### config.mk
export PLATFORM = sky130hd
export DESIGN_NAME = utf8_stream_decoder
export DESIGN_NICKNAME = d
export VERILOG_FILES = /design/src/rtl/u8d_pkg.sv /design/src/rtl/utf8_stream_decoder.sv /design/src/rtl/u8d_front.sv /design/src/rtl/u8d_queue.sv /design/src/rtl/u8d_back.sv
export SDC_FILE = /design/constraint.sdc
export NUM_CORES = 1
export LEC_CHECK = 0
export ABC_CLOCK_PERIOD_IN_PS = 4300
export BUFFER_PORTS_ARGS = -buffer_cell sky130_fd_sc_hd__buf_2
export CORE_MARGIN = 10
export CORE_UTILIZATION = 28
export DETAILED_ROUTE_END_ITERATION = 8
export GPL_TIMING_DRIVEN = 0
export SLEW_MARGIN = 20
export SYNTH_ARGS = -nofsm -noshare
export SYNTH_HDL_FRONTEND = slang
export SYNTH_SLANG_ARGS = --single-unit
### constraint.sdc
create_clock -name clk -period 4.3 [get_ports clk]
set_input_delay 0.86 -clock clk [delete_from_list [all_inputs] [get_ports clk]]
set_output_delay 0.86 -clock clk [all_outputs]
set_load 0.01 [all_outputs]
### src/rtl/u8d_pkg.sv
package u8d_pkg;

  localparam logic [7:0]  ASCII_LIMIT = 8'h80;
  localparam logic [7:0]  LEAD2_MASK  = 8'hE0;
  localparam logic [7:0]  LEAD2_CODE  = 8'hC0;
  localparam logic [7:0]  LEAD3_MASK  = 8'hF0;
  localparam logic [7:0]  LEAD3_CODE  = 8'hE0;
  localparam logic [7:0]  LEAD4_MASK  = 8'hF8;
  localparam logic [7:0]  LEAD4_CODE  = 8'hF0;
  localparam logic [20:0] QMARK       = 21'd63;
  localparam int          HELD_MAX    = 3;

  typedef logic [HELD_MAX-1:0][7:0] held_t;

  typedef struct packed {
    logic        flush;
    logic [1:0]  len;
    held_t       bytes;
    logic [20:0] cp;
  } job_t;

  typedef struct packed {
    logic [20:0] cp;
    logic [2:0]  adv;
  } dec_t;

  function automatic logic [1:0] lead_extra(input logic [7:0] b);
    logic [1:0] n;
    n = 2'd0;
    if ((b & LEAD2_MASK) == LEAD2_CODE) n = 2'd1;
    else if ((b & LEAD3_MASK) == LEAD3_CODE) n = 2'd2;
    else if ((b & LEAD4_MASK) == LEAD4_CODE) n = 2'd3;
    return n;
  endfunction

  function automatic logic [20:0] combine(input logic [7:0] b0, input logic [7:0] b1,
                                          input logic [7:0] b2, input logic [7:0] b3,
                                          input logic [1:0] n);
    logic [20:0] v;
    unique case (n)
      2'd1:    v = {10'd0, b0[4:0], b1[5:0]};
      2'd2:    v = {5'd0, b0[3:0], b1[5:0], b2[5:0]};
      2'd3:    v = {b0[2:0], b1[5:0], b2[5:0], b3[5:0]};
      default: v = {13'd0, b0};
    endcase
    return v;
  endfunction

  function automatic logic [7:0] byte_at(input held_t bytes, input logic [1:0] len,
                                         input logic [2:0] p);
    logic [7:0] b;
    b = 8'd0;
    if (p < {1'b0, len}) begin
      unique case (p)
        3'd0:    b = bytes[0];
        3'd1:    b = bytes[1];
        3'd2:    b = bytes[2];
        default: b = 8'd0;
      endcase
    end
    return b;
  endfunction

  function automatic dec_t decode_at(input held_t bytes, input logic [1:0] len,
                                     input logic [2:0] pos);
    dec_t       d;
    logic [7:0] b0;
    logic [7:0] b1;
    logic [7:0] b2;
    logic [7:0] b3;
    logic [1:0] n;
    logic       short;
    b0 = byte_at(bytes, len, pos);
    b1 = byte_at(bytes, len, pos + 3'd1);
    b2 = byte_at(bytes, len, pos + 3'd2);
    b3 = byte_at(bytes, len, pos + 3'd3);
    n = lead_extra(b0);
    short = (b1 == 8'd0) || ((n > 2'd1) && (b2 == 8'd0)) || ((n == 2'd3) && (b3 == 8'd0));
    if (b0 < ASCII_LIMIT) begin
      d.cp  = {13'd0, b0};
      d.adv = 3'd1;
    end else if (n == 2'd0 || short) begin
      d.cp  = QMARK;
      d.adv = 3'd1;
    end else begin
      d.cp  = combine(b0, b1, b2, b3, n);
      d.adv = {1'b0, n} + 3'd1;
    end
    return d;
  endfunction

endpackage

### src/rtl/utf8_stream_decoder.sv
// channel | ports                                | direction
// in      | in_valid, in_ready, in_text_byte      | byte request in
// out     | out_valid, out_ready, out_code_point, | result request out
//         | out_end_of_text                       |
// One byte per cycle while the job queue has room; out_valid is registered behind the queue.
// A terminating zero turns into one queue entry that the back end expands into up to four
// results, one per cycle while out_ready allows, through the single output register.
// Reset (rst_n low, synchronous) clears held byte count, queue pointers and out_valid.
// A stall on out_ready fills the queue; in_ready drops only when it is full.
module utf8_stream_decoder import u8d_pkg::*; #(
  parameter int QUEUE_DEPTH = 2
) (
  input  logic        clk,
  input  logic        rst_n,
  input  logic        in_valid,
  output logic        in_ready,
  input  logic [7:0]  in_text_byte,
  output logic        out_valid,
  input  logic        out_ready,
  output logic [20:0] out_code_point,
  output logic        out_end_of_text
);

  logic push;
  job_t push_job;
  logic q_full;
  logic q_valid;
  job_t q_job;
  logic pop;

  u8d_front u_front (
    .clk          (clk),
    .rst_n        (rst_n),
    .in_valid     (in_valid),
    .in_ready     (in_ready),
    .in_text_byte (in_text_byte),
    .q_full       (q_full),
    .push         (push),
    .push_job     (push_job)
  );

  u8d_queue #(.DEPTH(QUEUE_DEPTH)) u_queue (
    .clk      (clk),
    .rst_n    (rst_n),
    .push     (push),
    .push_job (push_job),
    .pop      (pop),
    .full     (q_full),
    .q_valid  (q_valid),
    .q_job    (q_job)
  );

  u8d_back u_back (
    .clk             (clk),
    .rst_n           (rst_n),
    .q_valid         (q_valid),
    .q_job           (q_job),
    .pop             (pop),
    .out_valid       (out_valid),
    .out_ready       (out_ready),
    .out_code_point  (out_code_point),
    .out_end_of_text (out_end_of_text)
  );

endmodule

### src/rtl/u8d_front.sv
module u8d_front import u8d_pkg::*; (
  input  logic       clk,
  input  logic       rst_n,
  input  logic       in_valid,
  output logic       in_ready,
  input  logic [7:0] in_text_byte,
  input  logic       q_full,
  output logic       push,
  output job_t       push_job
);

  logic [1:0] cnt_r, cnt_nxt;
  held_t      held_r, held_nxt;
  logic       acc;
  logic [1:0] n;
  logic [7:0] f1;
  logic [7:0] f2;

  assign in_ready = !q_full;
  assign acc      = in_valid && in_ready;
  assign n        = lead_extra(held_r[0]);
  assign f1       = (cnt_r > 2'd1) ? held_r[1] : in_text_byte;
  assign f2       = (cnt_r > 2'd2) ? held_r[2] : in_text_byte;

  always_comb begin
    cnt_nxt        = cnt_r;
    held_nxt       = held_r;
    push           = 1'b0;
    push_job.flush = 1'b0;
    push_job.len   = cnt_r;
    push_job.bytes = held_r;
    push_job.cp    = {13'd0, in_text_byte};
    if (acc) begin
      priority if (in_text_byte == 8'd0) begin
        push           = 1'b1;
        push_job.flush = 1'b1;
        cnt_nxt        = 2'd0;
      end else if (cnt_r == 2'd0) begin
        if (in_text_byte < ASCII_LIMIT) begin
          push = 1'b1;
        end else if (lead_extra(in_text_byte) == 2'd0) begin
          push        = 1'b1;
          push_job.cp = QMARK;
        end else begin
          held_nxt[0] = in_text_byte;
          cnt_nxt     = 2'd1;
        end
      end else if (cnt_r >= n) begin
        push        = 1'b1;
        push_job.cp = combine(held_r[0], f1, f2, in_text_byte, n);
        cnt_nxt     = 2'd0;
      end else begin
        held_nxt[cnt_r] = in_text_byte;
        cnt_nxt         = cnt_r + 2'd1;
      end
    end
  end

  always_ff @(posedge clk) begin
    if (!rst_n) begin
      cnt_r <= 2'd0;
    end else begin
      cnt_r <= cnt_nxt;
    end
    held_r <= held_nxt;
  end

endmodule

### src/rtl/u8d_queue.sv
module u8d_queue import u8d_pkg::*; #(
  parameter int DEPTH = 2
) (
  input  logic clk,
  input  logic rst_n,
  input  logic push,
  input  job_t push_job,
  input  logic pop,
  output logic full,
  output logic q_valid,
  output job_t q_job
);

  localparam int PTR_W = (DEPTH > 1) ? $clog2(DEPTH) : 1;
  localparam int CNT_W = $clog2(DEPTH + 1);

  job_t             mem_r [DEPTH];
  logic [PTR_W-1:0] wr_r, rd_r;
  logic [CNT_W-1:0] cnt_r;
  logic             do_pop;

  assign full    = (cnt_r == CNT_W'(DEPTH));
  assign q_valid = (cnt_r != '0);
  assign q_job   = mem_r[rd_r];
  assign do_pop  = pop && q_valid;

  always_ff @(posedge clk) begin
    if (!rst_n) begin
      wr_r  <= '0;
      rd_r  <= '0;
      cnt_r <= '0;
    end else begin
      if (push) begin
        wr_r <= (wr_r == PTR_W'(DEPTH - 1)) ? '0 : wr_r + 1'b1;
      end
      if (do_pop) begin
        rd_r <= (rd_r == PTR_W'(DEPTH - 1)) ? '0 : rd_r + 1'b1;
      end
      if (push && !do_pop) begin
        cnt_r <= cnt_r + 1'b1;
      end else if (!push && do_pop) begin
        cnt_r <= cnt_r - 1'b1;
      end
    end
    if (push) begin
      mem_r[wr_r] <= push_job;
    end
  end

endmodule

### src/rtl/u8d_back.sv
module u8d_back import u8d_pkg::*; (
  input  logic        clk,
  input  logic        rst_n,
  input  logic        q_valid,
  input  job_t        q_job,
  output logic        pop,
  output logic        out_valid,
  input  logic        out_ready,
  output logic [20:0] out_code_point,
  output logic        out_end_of_text
);

  logic [1:0]  pos_r, pos_nxt;
  logic        out_valid_r;
  logic [20:0] cp_r;
  logic        eot_r;
  logic        fire;
  dec_t        dec;
  logic [2:0]  pos_sum;
  logic [20:0] res_cp;
  logic        res_eot;

  assign fire    = q_valid && (!out_valid_r || out_ready);
  assign dec     = decode_at(q_job.bytes, q_job.len, {1'b0, pos_r});
  assign pos_sum = {1'b0, pos_r} + dec.adv;

  always_comb begin
    pop     = 1'b0;
    pos_nxt = pos_r;
    res_cp  = q_job.cp;
    res_eot = 1'b0;
    priority if (!q_job.flush) begin
      pop = fire;
    end else if (pos_r < q_job.len) begin
      res_cp = dec.cp;
      if (fire) pos_nxt = pos_sum[1:0];
    end else begin
      res_cp  = 21'd0;
      res_eot = 1'b1;
      pop     = fire;
      if (fire) pos_nxt = 2'd0;
    end
  end

  always_ff @(posedge clk) begin
    if (!rst_n) begin
      pos_r       <= 2'd0;
      out_valid_r <= 1'b0;
    end else begin
      pos_r <= pos_nxt;
      if (fire) begin
        out_valid_r <= 1'b1;
      end else if (out_ready) begin
        out_valid_r <= 1'b0;
      end
    end
    if (fire) begin
      cp_r  <= res_cp;
      eot_r <= res_eot;
    end
  end

  assign out_valid       = out_valid_r;
  assign out_code_point  = cp_r;
  assign out_end_of_text = eot_r;

endmodule

== Word-level counts from Yosys, hierarchy flattened ==
Memory sizes are Yosys's and may differ from the RTL's. A register that Yosys moved wholly into a read port is not among the register bits.
Index checks and enable logic that the tools add are counted.

* Memory bits (writable): 96
* Memories kept: 1
* Bits in registers: 55
* Output and inout port bits: 24

* Bitwise gates (word level): 3
* $lt $le $gt $ge: 13
* Mux-type cells: 71
* Reductions and logical operators: 34
* Equality and inequality tests: 29
* Add/subtract/negate cells: 10

{| class="wikitable"
|+ Memories
! memory !! words !! width !! read ports !! clocked after memory_dff !! write ports !! line !! RTL
|-
| u_queue.mem_r || 2 || 48 || 1 || 1 || 1 || u8d_queue.sv:17 || <nowiki>job_t mem_r [DEPTH];</nowiki>
|}

{| class="wikitable"
|+ Operators by type and width
! kind !! number
|-
| two-way mux 21 bit || 6
|-
| one-hot mux 21 bit (3 select lines) || 2
|-
| one-hot mux 8 bit (3 select lines) || 4
|-
| two-way mux 8 bit || 11
|-
| two-way mux 24 bit || 2
|-
| two-way mux 2 bit || 23
|-
| zero test 8 bit || 4
|-
| bitwise mux 24 bit || 1
|-
| two-way mux 1 bit || 19
|-
| demux 8 bit (select 2 bit) || 1
|-
| < comparator 8 bit, second input constant || 2
|-
| equality test 5 bit, second input constant || 3
|-
| equality test 2 bit, second input constant || 6
|-
| equality test 4 bit, second input constant || 3
|-
| two-way mux 6 bit || 2
|-
| equality test 3 x 1 -> 1 bit, second input constant || 3
|-
| equality test 3 x 2 -> 1 bit, second input constant || 3
|-
| equality test 3 bit, second input constant || 3
|-
| zero test 3 bit || 3
|-
| < comparator 3 x 2 -> 1 bit || 3
|-
| logical AND 1 bit || 8
|-
| zero test 2 bit || 4
|-
| adder 2 x 1 -> 3 bit, second input constant || 2
|-
| adder 2 x 2 -> 3 bit, second input constant || 2
|-
| 22 further kinds || 40
|}

== Logic depth before layout (Yosys ltp) ==
* Word-level depth: 18
* Depth in mapped cells: 20
* Gate-level depth less buffers: 15

== Cells and area by module ==
From an unflattened synthesis, not the netlist that was laid out.

* Cell total of the unflattened synthesis: 646
* Area total of the unflattened synthesis: 7958.9 um^2

{| class="wikitable"
|+ Modules (own cells, without submodules)
! module !! area an instance (um^2) !! sequential area each (um^2) !! cells each !! times used
|-
| u8d_queue || 3683.5 || 2982.9 || 171 || 1
|-
| u8d_back || 2458.6 || 720.7 || 275 || 1
|-
| u8d_front || 1816.7 || 760.7 || 200 || 1
|}

== Worst setup path before layout ==
No wires, ideal clock.

* Path type: flip-flop to flip-flop
* Start point: register (tool-made name)
* End point: register u_back.pos_r[1]
* Clock period less this slack: 4599 ps
* Data arrival time: 4479 ps
* Stages on the path, launching flop included: 20
* Data required time: 4180 ps
* Buffers on the path: 6
* Setup slack: -299 ps
* Cells stage by stage: dfxtp_1 -> buf_6 -> buf_2 -> buf_2 -> buf_2 -> buf_1 -> mux2i_1 -> inv_1 -> fa_1 -> o21a_1 -> or2_2 -> a41oi_1 -> nor3_2 -> a211oi_2 -> buf_6 -> o21ai_0 -> ha_1 -> xor2_1 -> and3_1 -> o31a_1

{| class="wikitable"
|+ RTL lines
! item !! line !! RTL
|-
| end signal, assigned || u8d_back.sv:50 || <nowiki>pos_r <= pos_nxt;</nowiki>
|-
| end, declared || u8d_back.sv:13 || <nowiki>logic [1:0] pos_r, pos_nxt;</nowiki>
|}

==> results_tabular.tex <==
\begin{tabular}{lr}
\hline
Metric & Value \\
\hline
\multicolumn{2}{l}{\textbf{Layout}} \\
Number of antenna diodes & 0 \\
Synthesis-to-layout area growth & 19.3\% \\
Post-layout instance count excluding filler cells & between 1000 and 1500 \\
Total Nets Final & 740 \\
Proportion of layout cells with a drive suffix above 1 & 20.1\% \\
\multicolumn{2}{l}{\textbf{Global route}} \\
Number of global-route vias before repair & 5529 \\
Wire length of the first global-routing pass & 33.2 mm \\
Remaining Overflow, GRT & 0 \\
Pin count of the biggest net entering global routing & 26 \\
Overall fraction of global-route tracks in use & approximately an eighth \\
Number of antenna violations at the first check in global routing & 1 \\
\multicolumn{2}{l}{\textbf{Synthesis}} \\
Share of the synthesized area in the top cell type & 55.0\% \\
Fraction of synthesis flops using an asynchronous set or reset pin & 0\% \\
Dominant cell type by area after synthesis & edfxtp\_1 \\
Syn Std Cell Area & 7750 sq um \\
Average size of a mapped cell & roughly 12 sq um \\
Post-synthesis sequential area ratio & 57.6\% \\
Number of warning messages in the yosys log & 0 \\
Commonest register cell after synthesis & edfxtp\_1 \\
Number of storage elements in the synthesis netlist & 152 \\
Cell variety after synth & 62 \\
Syn nets & between 600 and 700 \\
Most common library cells after synthesis & 142 x edfxtp\_1, 56 x nor2\_1, 34 x mux2i\_1, 34 x o21ai\_0, 33 x nand2\_1 \\
Post-synth EDFFs & 142 \\
Cell with the most instances after synthesis & edfxtp\_1 \\
Synthesized netlist cell count & about 640 \\
Top post-synthesis cells by area & edfxtp\_1 55\%, mux2i\_1 4.4\%, mux2\_2 3.6\% \\
\multicolumn{2}{l}{\textbf{Setup path}} \\
Cell Chain, Critical Path & buf\_12 -> buf\_6 -> buf\_8 -> mux2i\_4 -> inv\_2 -> fa\_1 -> o21a\_1 -> or2\_2 -> a41oi\_2 -> nor3\_2 -> a211oi\_4 -> buf\_6 -> o21ai\_0 -> ha\_1 -> xor2\_1 -> and3\_1 -> o31a\_1 \\
Worst endpoint data arrival time & approximately 4.4 ns \\
Critical Setup Path Class & reg2reg \\
Required time of the critical path & 4.61 ns \\
Crit Path Max Fanout & 19 \\
CP Capture Type & flip-flop \\
Reg2Reg Depth & 17 \\
Delay contributed by the slowest stage of the critical path & 0.50 ns \\
Critical Path Most Common Cell & buf\_6 \\
Type of element launching the critical path & flip-flop \\
Cell with the largest stage delay on the worst path & fa\_1 \\
\multicolumn{2}{l}{\textbf{Die}} \\
Core Region & roughly 27000 sq um \\
Number of core rows & 60 \\
Area of the die & 34700 sq um \\
Die extent in x & 186 um \\
Die Ht & 186 um \\
Initial Util & 28.6\% \\
I/O pin count & 36 \\
\multicolumn{2}{l}{\textbf{Placement}} \\
Placed Cells incl. Taps & 1049 \\
DPL Wire Length & 15.9 mm \\
I/O Buffers & 34 \\
RePlAce Congestion & 0.923 \\
\multicolumn{2}{l}{\textbf{Timing}} \\
Upper clock frequency limit & 243 MHz \\
Max Clock Skew & 0.0128 ns \\
Final worst hold slack & 0.447 ns \\
RSZ-0062 raised after global routing & false \\
Crit share post-route & 95.6\% \\
Total negative slack for setup checks & 0 ns \\
Number of hold-slack violations in the final timing report & 0 \\
Count of final setup violators & 0 \\
Worst slew slack as a fraction of its limit & a little over two fifths \\
Actual slew at the worst max-slew pin & 0.859 ns \\
Final critical-path required period & 4.11 ns \\
Final count of pins violating max slew & 0 \\
\multicolumn{2}{l}{\textbf{Power and ir drop}} \\
Power dissipated by switching net loads & about 2200 uW \\
Leakage & $\sim$0.0031 uW \\
Combinational fraction of design power & 40.8\% \\
Sequential share of power & approximately a third \\
Power consumption & 5770 uW \\
Power density over the cells & $\sim$620 nW/um\^{}2 \\
Switching fraction of total power & between 30 and 40\% \\
Clock power frac & 24.2\% \\
Maximum ir drop on the vdd rail & 0.000347 V \\
Internal power & 3580 uW \\
\multicolumn{2}{l}{\textbf{CTS}} \\
Clock transition at the registers of the reported paths & roughly 0.07 ns \\
Number of clock sinks & between 150 and 200 \\
Clock root buffer & clkbuf\_16 \\
Source-to-sink clock delay at the later pin of the worst-skew pair & 0.42 ns \\
CTS Buf Count & 17 \\
Number of buffers on the longest clock path & 2 \\
CTS H-tree lvls & 4 \\
Clock tree from TritonCTS & built \\
\multicolumn{2}{l}{\textbf{Detailed routing}} \\
Initial drt markers & 683 \\
DRT Pass-1 Iters & 7 \\
Vias & 5751 \\
Wire length reported by the detailed router & between 20 and 25 mm \\
DR DRC count & 0 \\
Routed length per placed instance & 19.8 um \\
Vias per std cell & 5.27 \\
Antenna-violating nets left & 0 \\
\multicolumn{2}{l}{\textbf{Hold path}} \\
Kind of path behind the tightest hold check & reg2reg \\
Count of cells along the worst hold path & 0 \\
\multicolumn{2}{l}{\textbf{Run}} \\
Number of max-capacitance violations reported & 0 \\
\multicolumn{2}{l}{\textbf{Outcome}} \\
Run status & finished clean \\
\hline
\end{tabular}
-- critical path: cells and delay by family, from the launching register on --
kind / cells / cell delay [ns]
compound gates: 5 / 0.95
mux: 1 / 0.36
buf+inv: 5 / 0.79
simple gates: 3 / 0.62
fa+ha+maj: 2 / 0.72
flops: 1 / 0.36
xor+xnor: 1 / 0.17
-- through the flow --
| step | area [sq um] | worst slack, ns | utilization [%] |
|---|---|---|---|
| 3_5_place_dp | 8530 | -1.18 | 31.5 |
| 4_1_cts | 9130 | -0.0255 | 33.7 |
| 2_1_floorplan | 7760 | -0.0788 | - |
| 5_1_grt | 9250 | 0.0121 | 34.1 |
| 3_3_place_gp | 8400 | -1.20 | 31.0 |
| 6_report | 9250 | 0.189 | 34.1 |
-- layout by cell type, fill, tap and decap left out, drive strengths merged, types with 4 or more instances in the layout --
master / instances
o221ai: 5
a21oi: 26
a22o: 7
a221oi: 4
or2: 7
o31a: 4
and2: 16
a221o: 4
nor2b: 7
dfxtp: 10
a211oi: 6
buf: 62
and3: 5
edfxtp: 142
mux2: 28
mux2i: 34
a21o: 5
or3: 7
clkinv: 4
clkbuf: 36
a31oi: 5
inv: 32
o21a: 5
ha: 20
o21ai: 35
nand2: 33
a222oi: 16
o22ai: 14
nor3: 16
nand3: 10
nor4: 6
nor2: 56
a22oi: 12
-- path summary, 6_finish.rpt --
path | start | end | slack (ns)
hold reg to reg | u_front.push_job[44] | u_queue.mem_r[1][44] | 0.45
setup reg to reg | flip-flop | u_back.pos_r[1] | 0.19
setup / recovery | flip-flop | u_back.pos_r[1] | 0.19
hold / removal | u_front.push_job[44] | u_queue.mem_r[1][44] | 0.45
-- cells by family (layout without fill, tap and decap cells) --
logic type               after synthesis  after routing  synth area share, %
AND/OR/NAND/NOR                      174            174                 11.1
AO/OA/AOI/OAI                        173            173                 15.9
flip-flops                           152            152                 57.6
multiplexers                          62             62                 8.60
buffers and inverters                 52            134                 2.89
adder cells (fa/ha/maj)               21             21                 3.49
XOR/XNOR                               4              4                0.452
-- per-layer routing --
metal	global-route usage, %	part of all wire (%)	wire length (um)	vias to the layer above
met4	2.44	1.5	323	0
met2	18.6	45	9660	268
met1	17.2	47	10100	2811
met5	0	0	0	-
li1	-	-	-	2643
met3	2.66	7.1	1540	29
-- registers in the layout, indices dropped and copies added (netlist names), named ones only --
register	flops
u_front.push_job	24
u_back.out_valid	1
u_back.pos_r	2
u_back.out_end_of_text	1
u_back.out_code_point	21
u_queue.rd_r	1
u_queue.mem_r	96
u_queue.cnt_r	2
u_queue.wr_r	1
u_front.cnt_r	2
-- repair_timing --
action,CTS,global route
buffers inserted,1,12
hold buffers,0,0
pin swaps,1,6
gates resized for setup,13,10
setup endpoints to repair,24,54
-- area by class of cell --
class                      instances  area (sq um)
fill                            2686         17800
sequential                       152          4460
multi-input combinational        434          3150
tap                              372           465
clock buffer                      19           443
timing repair buffer              52           383
buffer                            27           154
clock inverter                    13           108
inverter                          23          86.3
-- power groups by stage --
stage	Sequential, uW	Combinational [uW]	Clock [uW]
2_1_floorplan	2080	1370	0
3_3_place_gp	2060	2080	0
3_5_place_dp	2050	2150	0
4_1_cts	2020	2210	1420
5_1_grt	2040	2520	1490
6_report	2020	2350	1390
(Power assumes the default switching activity.)
